$ cat src/hw/rtl/shr_pkg.sv
package shr_pkg;

  // Ring geometry
  localparam int SLOTS = 16;
  localparam int IDX_W = (SLOTS > 1) ? $clog2(SLOTS) : 1;
  localparam int CNT_W = $clog2(SLOTS + 1);

  // Field widths
  localparam int ACTION_W   = 3;
  localparam int HANDLE_W   = 32;
  localparam int BYTES_W    = 24;
  localparam int TOTAL_W    = 28;
  localparam int INTERVAL_W = 16;
  localparam int LIMIT_W    = 8;

  // Configuration port
  localparam int CFG_INDEX_W = 1;
  localparam int CFG_DATA_W  = 16;
  localparam logic [CFG_INDEX_W-1:0] CFG_INTERVAL = 1'd0;
  localparam logic [CFG_INDEX_W-1:0] CFG_LIMIT    = 1'd1;
  localparam logic [INTERVAL_W-1:0]  INTERVAL_RESET = 16'd60;
  localparam logic [LIMIT_W-1:0]     LIMIT_RESET    = 8'd3;

  // Action codes on the request channel
  localparam logic [ACTION_W-1:0] ACT_CLEAR   = 3'd0;
  localparam logic [ACTION_W-1:0] ACT_TICK    = 3'd1;
  localparam logic [ACTION_W-1:0] ACT_CAPTURE = 3'd2;
  localparam logic [ACTION_W-1:0] ACT_REWIND  = 3'd3;
  localparam logic [ACTION_W-1:0] ACT_RESTORE = 3'd4;

  // Queue between front and back
  localparam int QUEUE_DEPTH = 2;
  localparam int QPTR_W      = (QUEUE_DEPTH > 1) ? $clog2(QUEUE_DEPTH) : 1;
  localparam int QCNT_W      = $clog2(QUEUE_DEPTH + 1);

  typedef enum logic [2:0] {
    OP_NONE,
    OP_CLEAR,
    OP_TICK,
    OP_CAPTURE,
    OP_CAPTURE_FAIL,
    OP_REWIND,
    OP_RESTORE
  } op_t;

  typedef struct packed {
    op_t                 op;
    logic [HANDLE_W-1:0] handle;
    logic [BYTES_W-1:0]  bytes;
    logic                restore_ok;
  } req_t;

  typedef struct packed {
    logic                capture_request;
    logic                accepted;
    logic                release_valid;
    logic [HANDLE_W-1:0] release_handle;
    logic                restore_valid;
    logic [HANDLE_W-1:0] restore_handle;
    logic [CNT_W-1:0]    entries_held;
    logic [TOTAL_W-1:0]  bytes_held;
    logic                disabled;
    logic                last;
  } rsp_t;

  typedef enum logic [0:0] {
    BK_RUN,
    BK_WALK
  } back_state_t;

  function automatic logic [IDX_W-1:0] idx_next(input logic [IDX_W-1:0] i);
    return (i == IDX_W'(SLOTS - 1)) ? '0 : IDX_W'(i + 1'b1);
  endfunction

  function automatic logic [IDX_W-1:0] idx_prev(input logic [IDX_W-1:0] i);
    return (i == '0) ? IDX_W'(SLOTS - 1) : IDX_W'(i - 1'b1);
  endfunction

endpackage

$ cat src/hw/rtl/shr_req_if.sv
interface shr_req_if;
  logic                            valid;
  logic                            ready;
  logic [shr_pkg::ACTION_W-1:0]    action;
  logic [shr_pkg::HANDLE_W-1:0]    handle;
  logic [shr_pkg::BYTES_W-1:0]     snapshot_bytes;
  logic                            restore_ok;

  modport source (output valid, action, handle, snapshot_bytes, restore_ok, input ready);
  modport sink   (input valid, action, handle, snapshot_bytes, restore_ok, output ready);
endinterface

$ cat src/hw/rtl/shr_rsp_if.sv
interface shr_rsp_if;
  logic                         valid;
  logic                         ready;
  logic                         capture_request;
  logic                         accepted;
  logic                         release_valid;
  logic [shr_pkg::HANDLE_W-1:0] release_handle;
  logic                         restore_valid;
  logic [shr_pkg::HANDLE_W-1:0] restore_handle;
  logic [shr_pkg::CNT_W-1:0]    entries_held;
  logic [shr_pkg::TOTAL_W-1:0]  bytes_held;
  logic                         disabled;
  logic                         last;

  modport source (output valid, capture_request, accepted, release_valid, release_handle,
                  restore_valid, restore_handle, entries_held, bytes_held, disabled, last,
                  input ready);
  modport sink   (input valid, capture_request, accepted, release_valid, release_handle,
                  restore_valid, restore_handle, entries_held, bytes_held, disabled, last,
                  output ready);
endinterface

$ cat src/hw/rtl/snapshot_history_ring.sv
// Snapshot history ring: keeps up to 16 snapshot handles with their byte sizes and tells
// software when to capture, what to restore and what to free. Each request on item gives
// one result on result, except clear, which gives one result per released handle (newest
// first) or a single empty result when nothing was held; last marks the final result of a
// request. A request passes a two-entry queue, then the back end runs it into the result
// register; while result is drained every cycle and no clear walk is running, the block
// sustains one request per cycle. Clear walks the ring one slot per cycle while the result
// side keeps up, and holds the back end until the walk and its final result are out, during
// which no further request leaves the queue. No clearing pass runs after reset. Write the
// capture interval (index 0) and failure_limit (index 1) only while the block is idle; a
// value of zero acts as one.
module snapshot_history_ring (
  input  logic                            clk,
  input  logic                            rst,
  shr_req_if.sink                         item,
  shr_rsp_if.source                       result,
  input  logic                            cfg_we,
  input  logic [shr_pkg::CFG_INDEX_W-1:0] cfg_index,
  input  logic [shr_pkg::CFG_DATA_W-1:0]  cfg_data
);

  // Classified requests waiting for the back end
  logic          q_valid;
  logic          q_ready;
  shr_pkg::req_t q_data;

  // Front: take requests, decode the action, hold them in the queue
  shr_front u_front (
    .clk     (clk),
    .rst     (rst),
    .item    (item),
    .q_valid (q_valid),
    .q_data  (q_data),
    .q_ready (q_ready)
  );

  // Back: own the ring and counters, run each request, drive the result register
  shr_back u_back (
    .clk       (clk),
    .rst       (rst),
    .cfg_we    (cfg_we),
    .cfg_index (cfg_index),
    .cfg_data  (cfg_data),
    .q_valid   (q_valid),
    .q_data    (q_data),
    .q_ready   (q_ready),
    .result    (result)
  );

endmodule

$ cat src/hw/rtl/shr_front.sv
module shr_front (
  input  logic          clk,
  input  logic          rst,
  shr_req_if.sink       item,
  output logic          q_valid,
  output shr_pkg::req_t q_data,
  input  logic          q_ready
);

  shr_pkg::req_t                  q_mem [shr_pkg::QUEUE_DEPTH];
  logic [shr_pkg::QPTR_W-1:0]     wr_ptr;
  logic [shr_pkg::QPTR_W-1:0]     rd_ptr;
  logic [shr_pkg::QCNT_W-1:0]     q_count;
  shr_pkg::req_t                  classified;
  logic                           push;
  logic                           pop;

  // Decode the action into an operation the back end can run directly
  always_comb begin
    classified.handle     = item.handle;
    classified.bytes      = item.snapshot_bytes;
    classified.restore_ok = item.restore_ok;
    unique case (item.action)
      shr_pkg::ACT_CLEAR:   classified.op = shr_pkg::OP_CLEAR;
      shr_pkg::ACT_TICK:    classified.op = shr_pkg::OP_TICK;
      shr_pkg::ACT_CAPTURE: classified.op = (item.handle == '0) ? shr_pkg::OP_CAPTURE_FAIL
                                                                : shr_pkg::OP_CAPTURE;
      shr_pkg::ACT_REWIND:  classified.op = shr_pkg::OP_REWIND;
      shr_pkg::ACT_RESTORE: classified.op = shr_pkg::OP_RESTORE;
      default:              classified.op = shr_pkg::OP_NONE;
    endcase
  end

  assign item.ready = (q_count != shr_pkg::QCNT_W'(shr_pkg::QUEUE_DEPTH));
  assign push       = item.valid && item.ready;
  assign q_valid    = (q_count != '0);
  assign q_data     = q_mem[rd_ptr];
  assign pop        = q_valid && q_ready;

  always_ff @(posedge clk) begin
    if (push) begin
      q_mem[wr_ptr] <= classified;
    end
  end

  always_ff @(posedge clk) begin
    if (rst) begin
      wr_ptr  <= '0;
      rd_ptr  <= '0;
      q_count <= '0;
    end else begin
      if (push) begin
        wr_ptr <= (wr_ptr == shr_pkg::QPTR_W'(shr_pkg::QUEUE_DEPTH - 1)) ? '0
                                                                         : wr_ptr + 1'b1;
      end
      if (pop) begin
        rd_ptr <= (rd_ptr == shr_pkg::QPTR_W'(shr_pkg::QUEUE_DEPTH - 1)) ? '0
                                                                         : rd_ptr + 1'b1;
      end
      if (push && !pop) begin
        q_count <= q_count + 1'b1;
      end else if (pop && !push) begin
        q_count <= q_count - 1'b1;
      end
    end
  end

endmodule

$ cat src/hw/rtl/shr_back.sv
module shr_back (
  input  logic                             clk,
  input  logic                             rst,
  input  logic                             cfg_we,
  input  logic [shr_pkg::CFG_INDEX_W-1:0]  cfg_index,
  input  logic [shr_pkg::CFG_DATA_W-1:0]   cfg_data,
  input  logic                             q_valid,
  input  shr_pkg::req_t                    q_data,
  output logic                             q_ready,
  shr_rsp_if.source                        result
);

  // Ring storage
  logic [shr_pkg::HANDLE_W-1:0]   slot_handle [shr_pkg::SLOTS];
  logic [shr_pkg::BYTES_W-1:0]    slot_bytes  [shr_pkg::SLOTS];
  logic [shr_pkg::SLOTS-1:0]      slot_full, slot_full_next;

  // Control state
  logic [shr_pkg::IDX_W-1:0]      head, head_next;
  logic [shr_pkg::CNT_W-1:0]      entry_count, entry_count_next;
  logic [shr_pkg::INTERVAL_W-1:0] frame_ctr, frame_ctr_next;
  logic [shr_pkg::LIMIT_W-1:0]    fail_ctr, fail_ctr_next;
  logic                           disabled_flag, disabled_flag_next;
  logic [shr_pkg::TOTAL_W-1:0]    byte_total, byte_total_next;
  logic [shr_pkg::HANDLE_W-1:0]   pending_restore, pending_restore_next;
  logic [shr_pkg::INTERVAL_W-1:0] interval_reg;
  logic [shr_pkg::LIMIT_W-1:0]    limit_reg;

  // Clear walk
  shr_pkg::back_state_t           state, state_next;
  logic [shr_pkg::IDX_W-1:0]      walk_idx, walk_idx_next;
  logic [shr_pkg::CNT_W-1:0]      walk_left, walk_left_next;
  logic                           held_valid, held_valid_next;
  logic [shr_pkg::HANDLE_W-1:0]   held_handle, held_handle_next;

  // Output register
  logic                           out_valid;
  shr_pkg::rsp_t                  out_data;
  logic                           out_free;
  logic                           emit;
  shr_pkg::rsp_t                  emit_data;

  // Datapath helpers
  logic                           take;
  logic [shr_pkg::IDX_W-1:0]      rd_idx;
  logic [shr_pkg::HANDLE_W-1:0]   rd_handle;
  logic [shr_pkg::BYTES_W-1:0]    rd_bytes;
  logic                           rd_full;
  logic                           wr_en;
  logic [shr_pkg::INTERVAL_W-1:0] interval_eff;
  logic [shr_pkg::LIMIT_W-1:0]    limit_eff;
  logic [shr_pkg::INTERVAL_W-1:0] frame_inc;
  logic [shr_pkg::LIMIT_W-1:0]    fail_inc;

  assign out_free     = !out_valid || result.ready;
  assign q_ready      = (state == shr_pkg::BK_RUN) && out_free;
  assign take         = q_valid && q_ready;
  assign interval_eff = (interval_reg == '0) ? shr_pkg::INTERVAL_W'(1) : interval_reg;
  assign limit_eff    = (limit_reg == '0) ? shr_pkg::LIMIT_W'(1) : limit_reg;
  assign frame_inc    = shr_pkg::INTERVAL_W'(frame_ctr + 1'b1);
  assign fail_inc     = (fail_ctr == '1) ? fail_ctr : shr_pkg::LIMIT_W'(fail_ctr + 1'b1);

  // One slot read a cycle: head on capture, behind head on rewind, walk slot on clear
  always_comb begin
    if (state == shr_pkg::BK_WALK) begin
      rd_idx = walk_idx;
    end else if (q_data.op == shr_pkg::OP_REWIND) begin
      rd_idx = shr_pkg::idx_prev(head);
    end else begin
      rd_idx = head;
    end
  end

  assign rd_handle = slot_handle[rd_idx];
  assign rd_bytes  = slot_bytes[rd_idx];
  assign rd_full   = slot_full[rd_idx];

  always_comb begin
    state_next = state;
    unique case (state)
      shr_pkg::BK_RUN: begin
        if (take && q_data.op == shr_pkg::OP_CLEAR) begin
          state_next = shr_pkg::BK_WALK;
        end
      end
      shr_pkg::BK_WALK: begin
        if (walk_left == '0 && out_free) begin
          state_next = shr_pkg::BK_RUN;
        end
      end
    endcase
  end

  always_comb begin
    slot_full_next       = slot_full;
    head_next            = head;
    entry_count_next     = entry_count;
    frame_ctr_next       = frame_ctr;
    fail_ctr_next        = fail_ctr;
    disabled_flag_next   = disabled_flag;
    byte_total_next      = byte_total;
    pending_restore_next = pending_restore;
    walk_idx_next        = walk_idx;
    walk_left_next       = walk_left;
    held_valid_next      = held_valid;
    held_handle_next     = held_handle;
    wr_en                = 1'b0;
    emit                 = 1'b0;
    emit_data            = '0;
    emit_data.last       = 1'b1;

    unique case (state)
      shr_pkg::BK_RUN: begin
        if (take) begin
          emit = 1'b1;
          unique case (q_data.op)
            shr_pkg::OP_CLEAR: begin
              // Latch the walk, reset the summary state now
              emit               = 1'b0;
              walk_idx_next      = shr_pkg::idx_prev(head);
              walk_left_next     = entry_count;
              held_valid_next    = 1'b0;
              head_next          = '0;
              entry_count_next   = '0;
              frame_ctr_next     = '0;
              fail_ctr_next      = '0;
              disabled_flag_next = 1'b0;
              byte_total_next    = '0;
            end
            shr_pkg::OP_TICK: begin
              if (!disabled_flag) begin
                if (frame_inc >= interval_eff) begin
                  frame_ctr_next            = '0;
                  emit_data.capture_request = 1'b1;
                end else begin
                  frame_ctr_next = frame_inc;
                end
              end
            end
            shr_pkg::OP_CAPTURE_FAIL: begin
              if (!disabled_flag) begin
                fail_ctr_next = fail_inc;
                if (fail_inc >= limit_eff) begin
                  disabled_flag_next = 1'b1;
                end
              end
            end
            shr_pkg::OP_CAPTURE: begin
              if (!disabled_flag) begin
                fail_ctr_next = '0;
                if (rd_full) begin
                  emit_data.release_valid  = 1'b1;
                  emit_data.release_handle = rd_handle;
                end else begin
                  entry_count_next = entry_count + 1'b1;
                end
                byte_total_next = shr_pkg::TOTAL_W'(byte_total
                                  - shr_pkg::TOTAL_W'(rd_full ? rd_bytes : '0)
                                  + shr_pkg::TOTAL_W'(q_data.bytes));
                wr_en                = 1'b1;
                slot_full_next[head] = 1'b1;
                head_next            = shr_pkg::idx_next(head);
                emit_data.accepted   = 1'b1;
              end
            end
            shr_pkg::OP_REWIND: begin
              if (!disabled_flag && entry_count != '0 && pending_restore == '0) begin
                head_next = rd_idx;
                if (rd_full) begin
                  slot_full_next[rd_idx]   = 1'b0;
                  byte_total_next          = shr_pkg::TOTAL_W'(byte_total
                                             - shr_pkg::TOTAL_W'(rd_bytes));
                  entry_count_next         = entry_count - 1'b1;
                  frame_ctr_next           = shr_pkg::INTERVAL_W'(interval_eff - 1'b1);
                  pending_restore_next     = rd_handle;
                  emit_data.accepted       = 1'b1;
                  emit_data.restore_valid  = 1'b1;
                  emit_data.restore_handle = rd_handle;
                end
              end
            end
            shr_pkg::OP_RESTORE: begin
              if (pending_restore != '0) begin
                emit_data.release_valid  = 1'b1;
                emit_data.release_handle = pending_restore;
                pending_restore_next     = '0;
                if (q_data.restore_ok) begin
                  emit_data.accepted = 1'b1;
                end else begin
                  disabled_flag_next = 1'b1;
                end
              end
            end
            default: begin
            end
          endcase
        end
      end
      shr_pkg::BK_WALK: begin
        if (walk_left != '0) begin
          // Keep one found handle back so the final release can carry last
          if (!rd_full || !held_valid || out_free) begin
            if (rd_full) begin
              if (held_valid) begin
                emit                     = 1'b1;
                emit_data.last           = 1'b0;
                emit_data.release_valid  = 1'b1;
                emit_data.release_handle = held_handle;
              end
              held_valid_next  = 1'b1;
              held_handle_next = rd_handle;
            end
            slot_full_next[walk_idx] = 1'b0;
            walk_idx_next            = shr_pkg::idx_prev(walk_idx);
            walk_left_next           = walk_left - 1'b1;
          end
        end else if (out_free) begin
          emit                     = 1'b1;
          emit_data.release_valid  = held_valid;
          emit_data.release_handle = held_valid ? held_handle : '0;
          held_valid_next          = 1'b0;
        end
      end
    endcase

    emit_data.entries_held = entry_count_next;
    emit_data.bytes_held   = byte_total_next;
    emit_data.disabled     = disabled_flag_next;
  end

  always_ff @(posedge clk) begin
    if (wr_en) begin
      slot_handle[head] <= q_data.handle;
      slot_bytes[head]  <= q_data.bytes;
    end
    held_handle <= held_handle_next;
    walk_idx    <= walk_idx_next;
    if (out_free && emit) begin
      out_data <= emit_data;
    end
  end

  always_ff @(posedge clk) begin
    if (rst) begin
      state           <= shr_pkg::BK_RUN;
      slot_full       <= '0;
      head            <= '0;
      entry_count     <= '0;
      frame_ctr       <= '0;
      fail_ctr        <= '0;
      disabled_flag   <= 1'b0;
      byte_total      <= '0;
      pending_restore <= '0;
      walk_left       <= '0;
      held_valid      <= 1'b0;
      out_valid       <= 1'b0;
      interval_reg    <= shr_pkg::INTERVAL_RESET;
      limit_reg       <= shr_pkg::LIMIT_RESET;
    end else begin
      state           <= state_next;
      slot_full       <= slot_full_next;
      head            <= head_next;
      entry_count     <= entry_count_next;
      frame_ctr       <= frame_ctr_next;
      fail_ctr        <= fail_ctr_next;
      disabled_flag   <= disabled_flag_next;
      byte_total      <= byte_total_next;
      pending_restore <= pending_restore_next;
      walk_left       <= walk_left_next;
      held_valid      <= held_valid_next;
      if (out_free) begin
        out_valid <= emit;
      end
      if (cfg_we) begin
        unique case (cfg_index)
          shr_pkg::CFG_INTERVAL: interval_reg <= cfg_data[shr_pkg::INTERVAL_W-1:0];
          shr_pkg::CFG_LIMIT:    limit_reg    <= cfg_data[shr_pkg::LIMIT_W-1:0];
        endcase
      end
    end
  end

  assign result.valid           = out_valid;
  assign result.capture_request = out_data.capture_request;
  assign result.accepted        = out_data.accepted;
  assign result.release_valid   = out_data.release_valid;
  assign result.release_handle  = out_data.release_handle;
  assign result.restore_valid   = out_data.restore_valid;
  assign result.restore_handle  = out_data.restore_handle;
  assign result.entries_held    = out_data.entries_held;
  assign result.bytes_held      = out_data.bytes_held;
  assign result.disabled        = out_data.disabled;
  assign result.last            = out_data.last;

  a_count_bound: assert property (@(posedge clk) disable iff (rst)
    entry_count <= shr_pkg::CNT_W'(shr_pkg::SLOTS))
    else $error("entry count exceeds ring size");

  a_count_vs_full: assert property (@(posedge clk) disable iff (rst)
    int'(entry_count) <= $countones(slot_full))
    else $error("entry count exceeds occupied slots");

  a_walk_blocks_queue: assert property (@(posedge clk) disable iff (rst)
    (state == shr_pkg::BK_WALK) |-> !q_ready)
    else $error("queue popped during clear walk");

  a_clear_resets: assert property (@(posedge clk) disable iff (rst)
    (take && q_data.op == shr_pkg::OP_CLEAR) |=>
      (entry_count == '0 && byte_total == '0 && !disabled_flag && head == '0))
    else $error("clear left summary state behind");

endmodule

$ cat src/flat_wrapper.sv
// flat-port wrapper written by rule: the top's interface ports become plain ports
module snapshot_history_ring_flat 
  (clk, rst, cfg_we, cfg_index, cfg_data, item_valid, item_action, item_handle, item_snapshot_bytes, item_restore_ok, item_ready, result_valid, result_capture_request, result_accepted, result_release_valid, result_release_handle, result_restore_valid, result_restore_handle, result_entries_held, result_bytes_held, result_disabled, result_last, result_ready);
  shr_req_if item_i ();
  shr_rsp_if result_i ();
  input  logic clk;
  input  logic rst;
  input  logic cfg_we;
  input  logic [shr_pkg::CFG_INDEX_W-1:0] cfg_index;
  input  logic [shr_pkg::CFG_DATA_W-1:0] cfg_data;
  input wire logic [$bits(item_i.valid)-1:0] item_valid;
  input wire logic [$bits(item_i.action)-1:0] item_action;
  input wire logic [$bits(item_i.handle)-1:0] item_handle;
  input wire logic [$bits(item_i.snapshot_bytes)-1:0] item_snapshot_bytes;
  input wire logic [$bits(item_i.restore_ok)-1:0] item_restore_ok;
  output wire logic [$bits(item_i.ready)-1:0] item_ready;
  output wire logic [$bits(result_i.valid)-1:0] result_valid;
  output wire logic [$bits(result_i.capture_request)-1:0] result_capture_request;
  output wire logic [$bits(result_i.accepted)-1:0] result_accepted;
  output wire logic [$bits(result_i.release_valid)-1:0] result_release_valid;
  output wire logic [$bits(result_i.release_handle)-1:0] result_release_handle;
  output wire logic [$bits(result_i.restore_valid)-1:0] result_restore_valid;
  output wire logic [$bits(result_i.restore_handle)-1:0] result_restore_handle;
  output wire logic [$bits(result_i.entries_held)-1:0] result_entries_held;
  output wire logic [$bits(result_i.bytes_held)-1:0] result_bytes_held;
  output wire logic [$bits(result_i.disabled)-1:0] result_disabled;
  output wire logic [$bits(result_i.last)-1:0] result_last;
  input wire logic [$bits(result_i.ready)-1:0] result_ready;
  assign item_i.valid = item_valid;
  assign item_i.action = item_action;
  assign item_i.handle = item_handle;
  assign item_i.snapshot_bytes = item_snapshot_bytes;
  assign item_i.restore_ok = item_restore_ok;
  assign item_ready = item_i.ready;
  assign result_valid = result_i.valid;
  assign result_capture_request = result_i.capture_request;
  assign result_accepted = result_i.accepted;
  assign result_release_valid = result_i.release_valid;
  assign result_release_handle = result_i.release_handle;
  assign result_restore_valid = result_i.restore_valid;
  assign result_restore_handle = result_i.restore_handle;
  assign result_entries_held = result_i.entries_held;
  assign result_bytes_held = result_i.bytes_held;
  assign result_disabled = result_i.disabled;
  assign result_last = result_i.last;
  assign result_i.ready = result_ready;
  snapshot_history_ring u_core (.clk(clk), .rst(rst), .item(item_i), .result(result_i), .cfg_we(cfg_we), .cfg_index(cfg_index), .cfg_data(cfg_data));
endmodule
$ cat config.mk
export PLATFORM = sky130hd
export DESIGN_NAME = snapshot_history_ring_flat
export DESIGN_NICKNAME = d
export VERILOG_FILES = /design/src/hw/rtl/shr_pkg.sv /design/src/hw/rtl/shr_req_if.sv /design/src/hw/rtl/shr_rsp_if.sv /design/src/hw/rtl/snapshot_history_ring.sv /design/src/hw/rtl/shr_front.sv /design/src/hw/rtl/shr_back.sv /design/src/flat_wrapper.sv
export SDC_FILE = /design/constraint.sdc
export NUM_CORES = 2
export LEC_CHECK = 0
export BUFFER_PORTS_ARGS = -buffer_cell sky130_fd_sc_hd__buf_2
export CAP_MARGIN = 25
export CORE_MARGIN = 2
export CORE_UTILIZATION = 44
export CTS_CLUSTER_DIAMETER = 50
export DETAILED_ROUTE_END_ITERATION = 7
export RECOVER_POWER = 100
export SLEW_MARGIN = 20
export SYNTH_ARGS = -nofsm -noshare
export SYNTH_HDL_FRONTEND = slang
export SYNTH_SLANG_ARGS = --single-unit
$ cat constraint.sdc
create_clock -name clk -period 10.55 [get_ports clk]
set_clock_uncertainty 0.05 [all_clocks]
set_input_delay 1.5825 -clock clk [delete_from_list [all_inputs] [get_ports clk]]
set_output_delay 1.5825 -clock clk [all_outputs]
set_load 0.01 [all_outputs]
==> impl_metrics.csv <==
group,metric,value,unit
synth,synth-seq-area-share,66.3,%
min_path,hold_path_class,"register to register",
die,boundaryPins,187,
layout,layout_commonest_cell,"edfxtp_1",
pwr,combPwrFrac,42.7,%
critical_path,worstPathArrival,9.22,ns
critical_path,crit_chain,"inv_1 > ha_1 > or3b_1 > o2111ai_1 > nand2_1 > buf_4 > buf_4 > nand3_1 > and3_1 > a311oi_1 > a31o_1 > nor2_1 > fa_1 > inv_1 > ha_1 > nand2_1 > or4b_2 > o21ai_0 > a21oi_1 > nor2b_1 > xnor2_1 > mux2i_1 > nor4_1",
pwr,ir_drop,277,uV
sta,maxSlewHeadroom,-164,%
layout,num-fill-cells,11264,
synth,synth_seq_cells,1302,
layout,top_register,"u_core.u_back.slot_handle",
flow_run,maxCapViolations,23,
sta,period_share,83.4,%
sta,slew_viol_final,752,
synth,synth_top_family_by_area,"simple AND/OR/NAND/NOR gates",
status,status,"finished, violations left",
layout,multi_input_area,17400,sq um
sta,max_freq,0.114,GHz
cts,htreeDepth,4,
synth,async_reset_ff_share,0,%
critical_path,crit_buf_inv,4,
pwr,p_clk_share,24.2,%
grt,overflow,0,
die,core,128000,sq um
pwr,p_seq_share,33.1,%
pwr,total_power,0.0199,W
synth,syn_nets,5024,
synth,netlist_area,56800,sq um
pwr,leakagePower,22.6,nW
critical_path,crit_fanout,61,
synth,synth-simple-area-share,17.0,%
critical_path,critPathLaunchType,"register",
critical_path,end_kind,"register",
place,place_congestion,0.927,
pwr,switchingPower,0.00810,W
sta,finalSetupTns,0,ns
die,die-width,363,um
sta,rsz0062_at_grt,"false",
cts,cts_tree,"yes",
place,hpwlAfterDp,91800,um
sta,setup_viol,0,
cts,clk_path_buf_depth,3,
die,rows,131,
drt,via_per_inst,5.77,
critical_path,cpPeakStageDelay,1.92,ns
synth,yosys_most_used_dff,"edfxtp_1",
synth,synth_edf_count,1155,
drt,vias,38809,
place,port_buffers,186,
synth,synth.avg_cell_area,11.8,sq um
cts,postCtsSetupBuffers,0,
sta,finalHoldViolCount,0,
layout,final_layout_size_suffix_gt1_share,6.81,%
die,initial_core_util,44.4,%
layout,largestRegisters,"u_core.u_back.slot_handle: 512 flops, u_core.u_back.slot_bytes: 384 flops, u_core.u_front.q_mem: 120 flops",
cts,clkSinkCount,1302,
layout,seqCellArea,37600,sq um
grt,grt_pass1_vias,36475,
grt,antenna_found_initial,6,
critical_path,cp_top_family,"simple AND/OR/NAND/NOR gates",
sta,fin_ws,1.75,ns
grt,track_usage,23.8,%
layout,diodes,0,
die,floorplan.die_area,132000,sq um
synth,syn-instance-count,4823,
cts,clkTransAtPathRegs,0.06,ns
drt,wl_per_cell,23.7,um
die,die_y,363,um
critical_path,worstPathRequired,10.97,ns
synth,yosys.area.top_type,"edfxtp_1",
layout,mostFrequentLayoutCells,"edfxtp_1, nand2_1, nand3_1",
cts,cts_root_buf,"clkbuf_16",
cts,clkLatencyLatePin,0.77,ns
synth,synth_fa_ha_area_share,2.95,%
synth,yosysWarnings,0,
grt,grt_pass1_wl,236000,um
drt,ant_nets,0,
synth,synth_area_leaders,"edfxtp_1, nand2_1, nand3_1, dfxtp_1, ha_1",
pwr,powerDensity,313,nW/um^2
drt,wirelength,159000,um
drt,drtIter0Drc,4484,
grt,grt_max_degree,219,
critical_path,slowest_stage,"nand2_1",
cts,cts_hold_buf,0,
place,dp_slack,3.17,ns
cts,numCtsBuffers,146,
pwr,internal-power,0.0118,W
layout,largest_register_ffs,512,
drt,drc,0,
synth,synth_top_area_share,61.1,%
synth,synth.distinct_cells,92,
critical_path,path_class,"register to register",
cts,post_cts_resized,0,
sta,tightest_slew,3.96,ns
layout,layout.nets,5147,
synth,synth_xor_area_share,1.17,%
sta,whs,0.408,ns
synth,muxShareOfSynthArea,1.33,%
layout,area_growth,12.2,%
sta,min_period,8.80,ns
synth,synth_compound_area_share,8.07,%
status,violations,"max-capacitance violations, max-slew violations",
pwr,swShare,40.7,%
drt,drtPass1Iterations,6,
==> power by group through the flow <==
stage | logic [W] | registers (W) | clock network (W)
floorplan | 0.00566 | 0.00673 | 0
finish | 0.00851 | 0.00659 | 0.00482
global route | 0.00929 | 0.00662 | 0.00510
global placement | 0.00844 | 0.00665 | 0
CTS | 0.00853 | 0.00656 | 0.00489
detailed placement | 0.00848 | 0.00666 | 0
==> metrics by stage <==
| stage | cell area [sq um] | util [%] | std cells |
|---|---|---|---|
| after global routing | 63700 | 49.8 | 6726 |
| after detailed placement | 59500 | 46.5 | 6457 |
| after CTS | 64000 | 50.1 | 6723 |
| after floorplan | 56800 | - | 4823 |
| after global placement | 59400 | 46.5 | 6452 |
| final | 63700 | 49.8 | 6726 |
==> layout make-up <==
class | instances | share of cell area [%]
multi-input cells | 3046 | 27.3
inverters | 193 | 1.14
clock buffers | 186 | 6.17
clock inverters | 80 | 0.978
repair buffers | 257 | 2.05
well taps | 1662 | 3.27
flip-flops and latches | 1302 | 59.1
==> worst paths after layout <==
path / from / end / slack [ns] / cells after the start
max reg2reg: u_core.u_back.head[0]$_SDFFE_PP0P_ / u_core.u_back.byte_total[27]$_SDFF_PP0_ / 1.75 / 23
min: u_core.u_back.limit_reg[3]$_SDFFE_PP0P_ / u_core.u_back.limit_reg[3]$_SDFFE_PP0P_ / 0.41 / 2
max: u_core.u_back.head[0]$_SDFFE_PP0P_ / u_core.u_back.byte_total[27]$_SDFF_PP0_ / 1.75 / 23
min reg2reg: u_core.u_back.limit_reg[3]$_SDFFE_PP0P_ / u_core.u_back.limit_reg[3]$_SDFFE_PP0P_ / 0.41 / 2
==> per-layer routing <==
layer	up-vias	global-route usage, %	share of wire, %
met5	-	0	0.013
met1	19179	34.6	44
met3	237	3.74	7.6
li1	17827	-	-
met4	4	6.45	2.3
met2	1562	37.0	46
==> synthesized netlist by cell type, types with 14 or more instances <==
cell type  number
nor3_1         34
a22oi_1        23
o2bb2ai_1      31
a31oi_1        33
a21oi_1       111
a31o_2         54
nand2b_1       21
ha_1           94
a221o_1        42
a311oi_1       57
a211oi_1       33
xor2_1         21
a211o_1        15
and2_1         14
inv_1         190
buf_1          56
a21o_1         28
nor2b_1        39
nand2_1      1047
and3_1         82
edfxtp_1     1155
dfxtp_1       147
nand4_1        19
mux2i_1        37
o21ai_1        21
fa_1           25
o21ai_0        56
nand3_1       591
nor2_1        234
buf_2          23
xnor2_1        55
nor4_1         31
mux2_2         34
clkbuf_1      199
==> cell families (layout without fill, tap and decap cells) <==
logic type               after synthesis  in the layout
buffers and inverters                475            716
adder cells (fa/ha/maj)              119            119
AND/OR/NAND/NOR                     2162           2162
flip-flops                          1302           1302
XOR/XNOR                              76             76
AO/OA/AOI/OAI                        618            618
multiplexers                          71             71
==> worst reg2reg max path: cells and delay by family, from the launching register on <==
family	cells	cell delay (ns)
buffers and inverters	4	1.74
AOI/OAI and AO/OA	5	1.11
adders and majority gates	3	1.06
and+or+nand+nor	9	3.62
xor gates and xnor gates	1	0.16
muxes	1	0.25
DFF	1	0.52
No activity file was read; power rests on OpenSTA's default activity.
